<file path="src/hw/rtl/tlef_pkg.sv">
`default_nettype none
package tlef_pkg;

	localparam int NUMBER_DIGITS_DEF = 10;
	localparam int ADDR_W = 5;
	localparam int DATA_W = 32;
	localparam int SPACE_RUN = 3;

	localparam logic [7:0] CHAR_SPACE  = 8'd32;
	localparam logic [7:0] CHAR_DOLLAR = 8'd36;
	localparam logic [7:0] CHAR_ZERO   = 8'd48;
	localparam logic [7:0] CHAR_QMARK  = 8'd63;
	localparam logic [7:0] CHAR_I      = 8'd73;
	localparam logic [7:0] CHAR_CARET  = 8'd94;
	localparam logic [7:0] CHAR_TAB    = 8'd9;
	localparam logic [7:0] CHAR_NL     = 8'd10;
	localparam logic [7:0] CHAR_DEL    = 8'd127;
	localparam logic [7:0] CTRL_LIMIT  = 8'd32;
	localparam logic [7:0] CTRL_OFFSET = 8'd64;
	localparam logic [3:0] DIGIT_MAX   = 4'd9;

	typedef enum logic [2:0] {
		REG_NUMBER_MODE      = 3'd0,
		REG_MARK_EOL         = 3'd1,
		REG_FOLD_EMPTY       = 3'd2,
		REG_CARET_TAB        = 3'd3,
		REG_SHOW_NONPRINTING = 3'd4
	} reg_idx_t;

	typedef enum logic [2:0] {
		ST_IDLE,
		ST_LEAD,
		ST_DIGIT,
		ST_TRAIL,
		ST_BODY0,
		ST_BODY1
	} emit_st_t;

	typedef struct packed {
		logic clear;
		logic carry;
	} cell_ctl_t;

endpackage
`default_nettype wire

</file>
<file path="src/hw/rtl/tlef_digit_cell.sv">
`default_nettype none
module tlef_digit_cell import tlef_pkg::*; #(
	parameter bit LOW_DIGIT = 1'b0
) (
	input  wire logic       clk,
	input  wire logic       arst_n,
	input  wire cell_ctl_t  ctl,
	output logic [3:0]      digit,
	output logic            carry_out,
	output logic            nonzero
);

	logic [3:0] digit_q;
	logic       wrap;

	assign wrap      = (digit_q >= DIGIT_MAX);
	assign carry_out = ctl.carry & wrap;
	assign nonzero   = (digit_q != 4'd0);
	assign digit     = digit_q;

	always_ff @(posedge clk or negedge arst_n) begin
		if (!arst_n) begin
			digit_q <= {3'd0, LOW_DIGIT};
		end else if (ctl.clear) begin
			digit_q <= {3'd0, LOW_DIGIT};
		end else if (ctl.carry) begin
			digit_q <= wrap ? 4'd0 : digit_q + 4'd1;
		end
	end

endmodule
`default_nettype wire

</file>
<file path="src/hw/rtl/text_line_number_and_escape_filter.sv">
// Text line numbering and control escaping filter.
// Byte channel (byte_valid/byte_ready): one text byte with a new_file flag per item.
// Run channel (run_valid/run_ready): the output bytes each item causes, one per
// cycle unless run_ready stalls, last_of_run marking the final byte of an item's
// run. A squeezed newline gives no output at all.
// Registers sit on the APB port at 0x00 number_mode, 0x04 mark_eol,
// 0x08 fold_empty, 0x0C caret_tab, 0x10 show_nonprinting; write them while idle.
// The sequencer state register takes an item on acceptance; its first output byte
// then moves into the output register. Throughput: one output byte per cycle
// while run_ready does not stall. A run has 1 or 2 body bytes, plus 6 + the
// number of printed digits when a line number is inserted. The next item is taken
// in the cycle the last byte of the current run moves into the output register.
// The line counter is a row of decimal digit cells passing carry upward; it is
// read most significant digit first and stepped once the number is out.
// Reset clears all registers to zero, the counter to one and line state to
// line start. A stall on the run channel holds the output byte and the run.
`default_nettype none
module text_line_number_and_escape_filter import tlef_pkg::*; #(
	parameter int NUMBER_DIGITS = NUMBER_DIGITS_DEF
) (
	input  wire logic              clk,
	input  wire logic              arst_n,
	input  wire logic              psel,
	input  wire logic              penable,
	input  wire logic              pwrite,
	input  wire logic [ADDR_W-1:0] paddr,
	input  wire logic [DATA_W-1:0] pwdata,
	output logic      [DATA_W-1:0] prdata,
	output logic                   pready,
	input  wire logic              byte_valid,
	output logic                   byte_ready,
	input  wire logic [7:0]        data_byte,
	input  wire logic              new_file,
	output logic                   run_valid,
	input  wire logic              run_ready,
	output logic      [7:0]        out_byte,
	output logic                   last_of_run
);

	localparam int DW = (NUMBER_DIGITS > 1) ? $clog2(NUMBER_DIGITS) : 1;

	logic [1:0] number_mode_q;
	logic       mark_eol_q;
	logic       fold_empty_q;
	logic       caret_tab_q;
	logic       show_nonprinting_q;
	reg_idx_t   reg_idx;
	logic       wr_en;

	assign pready  = 1'b1;
	assign reg_idx = reg_idx_t'(paddr[ADDR_W-1:2]);
	assign wr_en   = psel & penable & pwrite & pready;

	always_ff @(posedge clk or negedge arst_n) begin
		if (!arst_n) begin
			number_mode_q      <= 2'd0;
			mark_eol_q         <= 1'b0;
			fold_empty_q       <= 1'b0;
			caret_tab_q        <= 1'b0;
			show_nonprinting_q <= 1'b0;
		end else if (wr_en) begin
			unique case (reg_idx)
				REG_NUMBER_MODE:      number_mode_q      <= pwdata[1:0];
				REG_MARK_EOL:         mark_eol_q         <= pwdata[0];
				REG_FOLD_EMPTY:       fold_empty_q       <= pwdata[0];
				REG_CARET_TAB:        caret_tab_q        <= pwdata[0];
				REG_SHOW_NONPRINTING: show_nonprinting_q <= pwdata[0];
				default: ;
			endcase
		end
	end

	always_comb begin
		prdata = '0;
		unique case (reg_idx)
			REG_NUMBER_MODE:      prdata[1:0] = number_mode_q;
			REG_MARK_EOL:         prdata[0]   = mark_eol_q;
			REG_FOLD_EMPTY:       prdata[0]   = fold_empty_q;
			REG_CARET_TAB:        prdata[0]   = caret_tab_q;
			REG_SHOW_NONPRINTING: prdata[0]   = show_nonprinting_q;
			default:              prdata      = '0;
		endcase
	end

	// line counter cells
	logic                 inc;
	logic                 accept;
	logic [3:0]           digits  [NUMBER_DIGITS];
	logic [NUMBER_DIGITS-1:0] nonzero;
	logic [NUMBER_DIGITS-1:0] carry;
	cell_ctl_t            ctl [NUMBER_DIGITS];

	genvar gi;
	generate
		for (gi = 0; gi < NUMBER_DIGITS; gi++) begin : g_cell
			if (gi == 0) begin : g_low
				assign ctl[gi] = '{clear: accept & new_file, carry: inc};
			end else begin : g_up
				assign ctl[gi] = '{clear: accept & new_file, carry: carry[gi-1]};
			end
			tlef_digit_cell #(
				.LOW_DIGIT(gi == 0)
			) u_cell (
				.clk       (clk),
				.arst_n    (arst_n),
				.ctl       (ctl[gi]),
				.digit     (digits[gi]),
				.carry_out (carry[gi]),
				.nonzero   (nonzero[gi])
			);
		end
	endgenerate

	logic [DW-1:0] top;
	always_comb begin
		top = '0;
		for (int i = 0; i < NUMBER_DIGITS; i++) begin
			if (nonzero[i]) begin
				top = DW'(i);
			end
		end
	end

	// line state and body bytes
	logic       at_line_start_q;
	logic       prev_empty_q;
	logic       ls;
	logic       pe;
	logic       is_nl;
	logic       squeeze;
	logic       number_it;
	logic [7:0] body0_d;
	logic [7:0] body1_d;
	logic       two_d;
	logic [7:0] body0_q;
	logic [7:0] body1_q;
	logic       two_q;

	assign ls        = new_file | at_line_start_q;
	assign pe        = ~new_file & prev_empty_q;
	assign is_nl     = (data_byte == CHAR_NL);
	assign squeeze   = is_nl & ls & fold_empty_q & pe;
	assign number_it = ls & (number_mode_q[1] ? ~is_nl : number_mode_q[0]);

	always_comb begin
		body0_d = data_byte;
		body1_d = data_byte;
		two_d   = 1'b0;
		if (is_nl) begin
			if (mark_eol_q) begin
				body0_d = CHAR_DOLLAR;
				body1_d = CHAR_NL;
				two_d   = 1'b1;
			end
		end else if (data_byte == CHAR_TAB && caret_tab_q) begin
			body0_d = CHAR_CARET;
			body1_d = CHAR_I;
			two_d   = 1'b1;
		end else if (show_nonprinting_q && data_byte < CTRL_LIMIT && data_byte != CHAR_TAB) begin
			body0_d = CHAR_CARET;
			body1_d = data_byte + CTRL_OFFSET;
			two_d   = 1'b1;
		end else if (show_nonprinting_q && data_byte == CHAR_DEL) begin
			body0_d = CHAR_CARET;
			body1_d = CHAR_QMARK;
			two_d   = 1'b1;
		end
	end

	always_ff @(posedge clk or negedge arst_n) begin
		if (!arst_n) begin
			at_line_start_q <= 1'b1;
			prev_empty_q    <= 1'b0;
		end else if (accept) begin
			if (squeeze) begin
				at_line_start_q <= ls;
				prev_empty_q    <= pe;
			end else if (is_nl) begin
				at_line_start_q <= 1'b1;
				prev_empty_q    <= ls;
			end else begin
				at_line_start_q <= 1'b0;
				prev_empty_q    <= 1'b0;
			end
		end
	end

	always_ff @(posedge clk) begin
		if (accept) begin
			body0_q <= body0_d;
			body1_q <= body1_d;
			two_q   <= two_d;
		end
	end

	// run sequencer
	emit_st_t      st_q;
	emit_st_t      st_d;
	logic [1:0]    cnt_q;
	logic [1:0]    cnt_d;
	logic [DW-1:0] dig_q;
	logic [DW-1:0] dig_d;
	logic          busy;
	logic          adv;
	logic          last_now;
	logic [7:0]    emit_byte;
	logic          out_valid_q;
	logic [7:0]    out_byte_q;
	logic          out_last_q;

	assign busy       = (st_q != ST_IDLE);
	assign adv        = busy & (~out_valid_q | run_ready);
	assign last_now   = (st_q == ST_BODY1) | ((st_q == ST_BODY0) & ~two_q);
	assign byte_ready = ~busy | (adv & last_now);
	assign accept     = byte_valid & byte_ready;

	always_comb begin
		st_d      = st_q;
		cnt_d     = cnt_q;
		dig_d     = dig_q;
		inc       = 1'b0;
		emit_byte = CHAR_SPACE;
		unique case (st_q)
			ST_IDLE: ;
			ST_LEAD: begin
				if (adv) begin
					if (cnt_q == 2'(SPACE_RUN - 1)) begin
						st_d  = ST_DIGIT;
						cnt_d = 2'd0;
						dig_d = top;
					end else begin
						cnt_d = cnt_q + 2'd1;
					end
				end
			end
			ST_DIGIT: begin
				emit_byte = CHAR_ZERO + {4'd0, digits[dig_q]};
				if (adv) begin
					if (dig_q == '0) begin
						inc  = 1'b1;
						st_d = ST_TRAIL;
					end else begin
						dig_d = dig_q - DW'(1);
					end
				end
			end
			ST_TRAIL: begin
				if (adv) begin
					if (cnt_q == 2'(SPACE_RUN - 1)) begin
						st_d  = ST_BODY0;
						cnt_d = 2'd0;
					end else begin
						cnt_d = cnt_q + 2'd1;
					end
				end
			end
			ST_BODY0: begin
				emit_byte = body0_q;
				if (adv) begin
					st_d = two_q ? ST_BODY1 : ST_IDLE;
				end
			end
			ST_BODY1: begin
				emit_byte = body1_q;
				if (adv) begin
					st_d = ST_IDLE;
				end
			end
			default: st_d = ST_IDLE;
		endcase
		if (accept) begin
			cnt_d = 2'd0;
			if (squeeze) begin
				st_d = ST_IDLE;
			end else if (number_it) begin
				st_d = ST_LEAD;
			end else begin
				st_d = ST_BODY0;
			end
		end
	end

	always_ff @(posedge clk or negedge arst_n) begin
		if (!arst_n) begin
			st_q  <= ST_IDLE;
			cnt_q <= 2'd0;
			dig_q <= '0;
		end else begin
			st_q  <= st_d;
			cnt_q <= cnt_d;
			dig_q <= dig_d;
		end
	end

	always_ff @(posedge clk or negedge arst_n) begin
		if (!arst_n) begin
			out_valid_q <= 1'b0;
		end else if (adv) begin
			out_valid_q <= 1'b1;
		end else if (run_ready) begin
			out_valid_q <= 1'b0;
		end
	end

	always_ff @(posedge clk) begin
		if (adv) begin
			out_byte_q <= emit_byte;
			out_last_q <= last_now;
		end
	end

	assign run_valid   = out_valid_q;
	assign out_byte    = out_byte_q;
	assign last_of_run = out_last_q;

endmodule
`default_nettype wire

</file>
<file path="config.mk">
export PLATFORM = sky130hd
export DESIGN_NAME = text_line_number_and_escape_filter
export DESIGN_NICKNAME = d
export VERILOG_FILES = /design/src/hw/rtl/tlef_pkg.sv /design/src/hw/rtl/tlef_digit_cell.sv /design/src/hw/rtl/text_line_number_and_escape_filter.sv
export SDC_FILE = /design/constraint.sdc
export NUM_CORES = 1
export LEC_CHECK = 0
export ABC_CLOCK_PERIOD_IN_PS = 3880
export BUFFER_PORTS_ARGS = -buffer_cell sky130_fd_sc_hd__buf_2
export CAP_MARGIN = 20
export CORE_UTILIZATION = 30
export CTS_CLUSTER_SIZE = 20
export DETAILED_ROUTE_END_ITERATION = 8
export SYNTH_ARGS = -nofsm -noshare
export SYNTH_HDL_FRONTEND = slang
export SYNTH_HIERARCHICAL = 1
export SYNTH_SLANG_ARGS = --single-unit
</file>
<file path="constraint.sdc">
create_clock -name clk -period 3.88 [get_ports clk]
set_clock_uncertainty 0.05 [all_clocks]
set_input_delay 0.388 -clock clk [delete_from_list [all_inputs] [get_ports clk]]
set_output_delay 0.388 -clock clk [all_outputs]
set_load 0.01 [all_outputs]
</file>
; After elaboration in Yosys (flattened, before gate mapping)
; Cells that the tools add are included.
[totals]
regBits = 84
latch_bits = 0
mem_bits_rw = 0
romBits = 0
inputBits = 53
out_inout_bits = 44
word_cells = 242
n_memories = 0
[classes]
n_addsub = 14
n_mul = 0
div_mod_pow = 0
order_cmp = 12
eq_ne = 27
shifts = 0
muxes = 92
bitwise = 31
n_reduce_logical = 40
[op_table]
columns = cell, n
row1 = 4-bit 2-to-1 mux, 44
row2 = 8-bit 2-to-1 mux, 10
row3 = 4-bit by 1-bit adder with 4-bit output (second input constant), 10
row4 = 4-bit >= comparator (second input constant), 10
row5 = 3-bit 2-to-1 mux, 12
row6 = 4-bit nonzero test, 9
row7 = 2-bit nonzero test, 14
row8 = 3-bit inequality test (second input constant), 8
row9 = 8-bit case mux with 3 select lines, 1
row10 = 1-bit bitwise AND, 21
row11 = 3-bit case mux with 6 select lines, 1
row12 = 1-bit 2-to-1 mux, 17
row13 = 4-bit binary-select mux with 4-bit select, 1
row14 = 8-bit by 4-bit equality test with 1-bit output (second input constant), 2
row15 = 3-bit by 2-bit equality test with 1-bit output (second input constant), 4
row16 = 2-bit AND reduction, 6
row17 = 2-bit inequality test (second input constant), 5
row18 = 3-bit equality test (second input constant), 3
row19 = 9-bit AND reduction, 1
row20 = 8-bit by 7-bit adder with 8-bit output (second input constant), 1
row21 = 8-bit by 7-bit equality test with 1-bit output (second input constant), 1
row22 = 8-bit by 6-bit less-than comparator with 1-bit output (second input constant), 1
row23 = 2-bit 2-to-1 mux, 4
row24 = 8-bit by 4-bit inequality test with 1-bit output (second input constant), 1
row25 = other kinds (17), 29

; Depth between registers and ports, before layout
; Gate-level depths: netlist (run 1).
[logic_depth]
depth_word = 16
depth_mapped = 26
ltp_nobuf = 16

; By module
; The synthesis (run 1) kept the hierarchy.
[modules_own_cells]
columns = module, instances, cells_per_inst, area_each_um2, seq_area_each_um2
row1 = text_line_number_and_escape_filter, 1, 290, 3052.9, 1232.4
row2 = tlef_digit_cell at g_cell[1].u_cell ..., 9, 32, 325.3, 100.1
row3 = tlef_digit_cell at g_cell[0].u_cell, 1, 27, 267.8, 101.3

; Worst setup path before layout (run 1)
; No wires, ideal clock.
[synth_timing]
kind = register to register
startpoint = register st_q[0]
endpoint = register g_cell[9].u_cell.digit_q[3]
setup_ns = 0.203
arrival_ns = 3.920
required_ns = 3.627
setup_slack_ns = -0.292
path_stages_with_launch = 27
n_path_buf = 10
period_less_slack_ns = 4.172
cell_sequence = dfrtp_1 buf_4 nor2_2 nand2_1 nor2_1 and4b_1 and2_2 buf_6 and2_1 buf_6 and2_1 buf_6 and2_1 buf_6 and2_1 buf_6 and2_1 buf_6 and2_1 buf_6 and2_1 buf_6 and2_1 buf_6 nor3b_1 a31oi_1 o41ai_2
[synth_rtl]
columns = element, line
row1 = start: declaration, text_line_number_and_escape_filter.sv:197  ; emit_st_t st_q;
row2 = start signal: assignment, text_line_number_and_escape_filter.sv:289  ; st_q <= st_d;
row3 = end signal: assignment, tlef_digit_cell.sv:23  ; digit_q <= {3'd0, LOW_DIGIT};
row4 = end signal: assignment, tlef_digit_cell.sv:25  ; digit_q <= {3'd0, LOW_DIGIT};
row5 = end signal: assignment, tlef_digit_cell.sv:27  ; digit_q <= wrap ? 4'd0 : digit_q + 4'd1;
row6 = end: declaration, tlef_digit_cell.sv:13  ; logic [3:0] digit_q;

==> metrics.txt, run 1 <==
Fillers 2,111; CP endpoint kind flop; Fmax 300 MHz; Max clock buf depth 2; RR Endpoint g_cell[9].u_cell/digit[3]$_DFFE_PN0P_; CORE AREA 20,300 um2; Placer Congestion 0.742; CP delay by family, top simple AND/OR/NAND/NOR gates; crit path cell chain inv_1 -> ha_1 -> and4b_2 -> and2_4 -> and2_4 -> and2_4 -> and2_4 -> and2_1 -> and2_1 -> and2_1 -> and2_1 -> and2_4 -> nor3b_1 -> a31oi_1 -> o41ai_2; Post-CTS Resized 0; total wire length 12,400 um; Lkg Pwr 2.85 nW; setup ws final 0.543 ns; Slew Limit Fails 0; power density over cell area 417 nW/um2; Setup violations, final 0; # IOs 97; post-layout util 33.8%; clock transition at the registers of the reported paths 0.07 ns; WHS Path Cells 2; CP Launch Type flop; Initial DRC Count 250; Critical-path top delay cell dfrtp_1; Die Span Y 146 um; routed len/inst 13.7 um; Crit Path Max Fanout 11; via count of the first global-routing pass 4,125; Max IR drop VDD 0.244 mV; Tightest Hold Check Type primary input to flop; Vias 4,335; drt pass-1 iters 4; Tmin final 3.34 ns; nets@finish 727; first-pass GRT wire length 20,900 um; H-tree level count 3; worst relative slew slack 45.9%; FF-to-FF setup slack 0.54 ns; Hold Path End number_mode_q[1]$_DFFE_PN0P_; Tot Pwr 2.86 mW; Final ANT Viol Nets 0; Critical Path Start dig_q[1]$_DFFE_PN0P_; root buf cell clkbuf_16; RSZ-0062 raised after global routing no; largest net degree at the start of global routing 78; Worst Max-Slew Pin Slew 0.809 ns; status finished, final reports clean; Via density 4.79; Syn Std Cell Area 6230 um2; Worst R2R Start dig_q[1]$_DFFE_PN0P_; GRT overflow 0; # DRC 0; Global Route Usage Sum 12.1%; area growth from synthesis to layout 9.95%; WP buf/inv 1; crit path kind flop to flop; PortBufs 33; Die ar. 21,400 um2; Hold Vio Cnt, Final 0; register area 2230 um2; CP dominant cell by count and2_4; CP required 4.06 ns; initial antenna violation count 0; CTS buffer count 9; Die W 146 um; clk sinks 84; Final Cycle Share 86.0%; Mean Syn Cell Area 10.4 um2; hold_sp pwdata[1]; area of the multi-input gates 3550 um2; Gate Count Post-Synth 602; worst stage delay on the critical path 0.53 ns; TritonCTS clock tree built; MaxCap Viol Count 0; Initial Util 30.7%; r2r worst-path depth 15; n_diodes 0; Synthesis Warnings 6; setup slack at placement 0.522 ns; setup TNS 0 ns; clock latency on the worst-skew pair 0.36 ns; share of post-route cells with drive strength above 1 22.7%; Worst Hold Margin 0.212 ns; WP data arrival 3.52 ns; dpl hpwl 8730 um; Rows 52
-- per-layer routing --
| metal | vias up | wire (um) | global-route usage [%] |
|---|---|---|---|
| met5 | - | 0 | 0 |
| met2 | 50 | 5750 | 19.2 |
| met3 | 7 | 314 | 3.13 |
| met4 | 0 | 116 | 2.97 |
| li1 | 2170 | - | - |
| met1 | 2108 | 6200 | 16.2 |
-- flip-flops by register name, summed over array words and instances (netlist names) --
register and count:
body1_q 8, dig_q 4, fold_empty_q 1, two_q 1, at_line_start_q 1, mark_eol_q 1, body0_q 8, prev_empty_q 1
show_nonprinting_q 1, caret_tab_q 1, number_mode_q 2, run_valid 1, out_byte 8, last_of_run 1, g_cell.u_cell/digit 40, st_q 3
cnt_q 2
-- what timing repair did --
action                    CTS  global route
hold buffers                1             0
setup buffers               0             0
hold endpoints to repair   15             0
-- area by class of cell --
class | count | share of cell area (%)
Multi-Input combinational cell | 445 | 51.7
Timing Repair Buffer | 46 | 4.05
Tap cell | 270 | 4.93
Clock buffer | 9 | 3.29
Inverter | 44 | 2.45
Sequential cell | 84 | 32.6
Clock inverter | 7 | 0.949
-- stage by stage --
step                area (um2)  instances
floorplan                 6390        631
finish                    6860        905
detailed placement        6560        888
CTS                       6860        905
global placement          6560        888
global route              6860        905
-- worst max path at each step --
stage                                                 end  slack [ns]  cells after the start
finish              g_cell[9].u_cell/digit[3]$_DFFE_PN0P_        0.54                     15
global route        g_cell[9].u_cell/digit[3]$_DFFE_PN0P_        0.25                     15
CTS                 g_cell[9].u_cell/digit[3]$_DFFE_PN0P_        0.49                     15
detailed placement  g_cell[9].u_cell/digit[3]$_DFFE_PN0P_        0.52                     15
global placement    g_cell[9].u_cell/digit[3]$_DFFE_PN0P_        0.57                     16
floorplan           g_cell[9].u_cell/digit[2]$_DFFE_PN0P_       0.005                     25
-- cell usage in the layout (no fill, tap or decap), types with 12 or more instances in the layout --
master	instances
nor2_1	45
a31oi_1	15
inv_1	42
ha_1	44
edfxtp_1	26
mux2i_1	14
buf_2	33
nand2_1	36
o22ai_1	12
dfrtp_1	56
nand2b_1	23
nand3b_1	19
conb_1	31
a21oi_1	13
-- where the power goes --
group / switching (mW) / leakage (nW) / internal (mW)
sequential: 0.0914 / 0.986 / 1.09
combinational: 0.487 / 1.73 / 0.326
clock: 0.411 / 0.141 / 0.451
total: 0.990 / 2.85 / 1.87
Power figures use the tool's default switching activity.
==> run 2: changes to the inputs <==
--- a/config.mk
+++ b/config.mk
@@ -13,5 +13,4 @@
 export DETAILED_ROUTE_END_ITERATION = 8
 export SYNTH_ARGS = -nofsm -noshare
 export SYNTH_HDL_FRONTEND = slang
-export SYNTH_HIERARCHICAL = 1
 export SYNTH_SLANG_ARGS = --single-unit
==> run 2 against run 1 <==
  * Sequential share of layout area is 4.3 points higher
  * Worst setup slack better by 0.20 ns
  * Total power is 6.6% lower
  * Non-clock buffer count is 6 lower
  * Sequential power hardly changed
  * First-iteration DRC count is 6.0% higher
  * Via count is 3.5% lower
  * Critical endpoint is now g_cell[6].u_cell.digit[2]$_DFFE_PN0P_
  * Sequential cell count stayed put
  * Largest cell class unchanged
  * Critical path type unchanged
==> metrics.txt, run 2 <==
most frequent cells after synthesis dfrtp_1, inv_1, nor2_1; setup TNS 0 ns (unchanged); PortBufs 33 (unchanged); Post-CTS Resized 0 (unchanged); Max IR drop VDD 0.229 mV (-6.3%); Fmax 318 MHz (+6.3%); Post-synth EDFFs 26; Mean Syn Cell Area 9.63 um2 (-7.0%); MaxCap Viol Count 0 (unchanged); largest net degree at the start of global routing 32 (-59%); Placed Cells incl. Taps 811 (-8.7%); initial antenna violation count 0 (unchanged); commonest non-fill, non-tap cells in the layout dfrtp_1, inv_1, nor2_1; Worst Max-Slew Pin Slew 0.783 ns (-0.0258 ns); Gate Count Post-Synth 572 (-5.0%); via count of the first global-routing pass 3,965 (-3.9%); Tmin final 3.14 ns (-0.197 ns); RR Endpoint g_cell[6].u_cell.digit[2]$_DFFE_PN0P_; largest family of logic cells by synthesized area simple AND/OR/NAND/NOR gates; # IOs 97 (unchanged); Vias 4,183 (-3.5%); dpl hpwl 8950 um (+2.6%); worst relative slew slack 47.6% (+1.7 points); WP data arrival 3.35 ns (-0.17 ns); total wire length 12,100 um (-2.1%); Syn Std Cell Area 5510 um2 (-12%); CP required 4.09 ns (+0.03 ns); clock latency on the worst-skew pair 0.34 ns (-0.02 ns); Initial Util 30.7% (-0.060 points); synth top area cells dfrtp_1, edfxtp_1, ha_1, buf_4, mux2i_1; Initial DRC Count 265 (+6.0%); r2r worst-path depth 7 (-8); setup slack at placement 0.776 ns (+0.254 ns); Worst R2R Start dig_q[1]$_DFFE_PN0P_; Worst Hold Margin 0.0195 ns (-0.192 ns); root buf cell clkbuf_16; CTS buffer count 9 (unchanged); total cell area at the placement stage 5770 um2 (-12%); CORE AREA 18,000 um2 (-12%); Final ANT Viol Nets 0 (unchanged); share of post-route cells with drive strength above 1 14.4% (-8.3 points); Final Cycle Share 80.9% (-5.1 points); CP endpoint kind flop; H-tree level count 3 (unchanged); nets@finish 681 (-6.3%); # DRC 0 (unchanged); final cell count without fillers 827 (-8.6%); post-CTS setup buffer count 0 (unchanged); GRT overflow 0 (unchanged); Synth Area in Adders 7.95%; post-synthesis simple-gate area fraction 20.4%; XOR/XNOR Fraction of Synth Area 0.318%; n_diodes 0 (unchanged); Setup violations, final 0 (unchanged); CP Launch Type flop; Placer Congestion 0.782 (+5.4%); Tot Pwr 2.67 mW (-6.6%); crit path kind flop to flop; Design Area, Final 6060 um2 (-12%); Die Span Y 137 um (-5.9%); cell with the most instances after synthesis dfrtp_1; Hold Vio Cnt, Final 0 (unchanged); Lkg Pwr 2.56 nW (-10%); setup ws final 0.740 ns (+0.197 ns); commonest register cell after synthesis dfrtp_1; Global Route Usage Sum 14.0% (+2.0 points); Via density 5.06 (+5.6%); Seq cells post-synth 84; power density over cell area 441 nW/um2 (+5.6%); mux contribution to synthesized area 8.36%; clock transition at the registers of the reported paths 0.07 ns (about the same); commonest non-fill, non-tap cell in the layout dfrtp_1; Die ar. 18,900 um2 (-12%); Synthesis Warnings 0 (-6); area growth from synthesis to layout 10.1%; post-layout util 33.8% (about the same); Die W 137 um (-5.9%); routed len/inst 14.7 um (+7.2%); Crit Path Max Fanout 11 (unchanged); Synth top area share 25.4%; clk sinks 84 (unchanged); status finished, final reports clean; TritonCTS clock tree built; first-pass GRT wire length 20,500 um (-2.1%); Slew Limit Fails 0 (unchanged); Max clock buf depth 2 (unchanged); post-synth top area cell dfrtp_1; Tightest Hold Check Type primary input to asynchronous set/reset pin; RSZ-0062 raised after global routing no; Post-synth ARST share 69.0%; Hold Buf Count CTS 0 (-1); max reg flops 40 (unchanged); Rows 49 (-5.8%); FF-to-FF setup slack 0.74 ns (+0.20 ns); Netlist cell types 63; compound-gate portion of the synthesized area 13.1%; sequential-to-total area share from yosys stat 40.6%; drt pass-1 iters 4 (unchanged)
-- run 2: cell types whose count changed in the layout (fill, tap and decap cells not counted), sizes merged, moves of 10 or more --
| cell | previous run | this run |
|---|---|---|
| o21ai | 9 | 28 |
| nor2 | 56 | 38 |
| nand3b | 19 | 2 |
| nand2b | 24 | 8 |
| nand3 | 6 | 21 |
| nor3 | 7 | 19 |
| o32ai | 11 | 0 |
| a21bo | 10 | 0 |
| a221oi | 10 | 0 |
| o41ai | 10 | 0 |
-- run 2: kinds of logic (layout without fill, tap and decap cells) --
group | count (synthesis) | count (layout)
flip-flops | 84 | 84
buffers and inverters | 98 | 95
XOR/XNOR | 2 | 2
AO/OA/AOI/OAI | 112 | 112
other | 2 | 31
multiplexers | 35 | 35
AND/OR/NAND/NOR | 204 | 204
adder cells (fa/ha/maj) | 35 | 35
-- run 2: how the worst max path moves through the flow --
stage                                                  to  slack, ns                  from  cells past startpoint
global route        g_cell[6].u_cell.digit[2]$_DFFE_PN0P_       0.53  dig_q[1]$_DFFE_PN0P_                      7
floorplan           g_cell[5].u_cell.digit[2]$_DFFE_PN0P_       0.87  dig_q[0]$_DFFE_PN0P_                     10
CTS                 g_cell[6].u_cell.digit[2]$_DFFE_PN0P_       0.76  dig_q[1]$_DFFE_PN0P_                      7
global placement    g_cell[6].u_cell.digit[2]$_DFFE_PN0P_       0.80  dig_q[1]$_DFFE_PN0P_                      7
detailed placement  g_cell[6].u_cell.digit[2]$_DFFE_PN0P_       0.78  dig_q[1]$_DFFE_PN0P_                      7
finish              g_cell[6].u_cell.digit[2]$_DFFE_PN0P_       0.74  dig_q[1]$_DFFE_PN0P_                      7
-- run 2: where the power goes --
| part | internal (mW) | leakage (nW) | switching [mW] |
|---|---|---|---|
| logic | 0.231 | 1.38 | 0.376 |
| registers | 1.10 | 1.03 | 0.112 |
| clock network | 0.458 | 0.148 | 0.396 |
-- run 2: worst max-delay path, stage by stage (launching register included) --
cell     delay [ns]
dfrtp_1        0.56
inv_1          0.18
ha_1           0.14
or3b_1         0.40
or3_1          0.51
or3_1          0.55
or4_1          0.51
a21oi_1        0.15
-- run 2: area by class of cell --
class / instances / area, um2
fill: 1843 / 11900
multi-input combinational: 419 / 2880
sequential: 84 / 2230
tap: 229 / 287
clock buffer: 9 / 225
timing repair buffer: 40 / 218
inverter: 39 / 146
clock inverter: 7 / 71.3
-- run 2: per-layer routing --
layer,share of wire [%],routed length [um],global-route usage (%)
met3,2.9,352,2.43
met4,1.2,148,4.33
met1,49,5890,19.3
met2,47,5730,22.3
met5,0,0,0
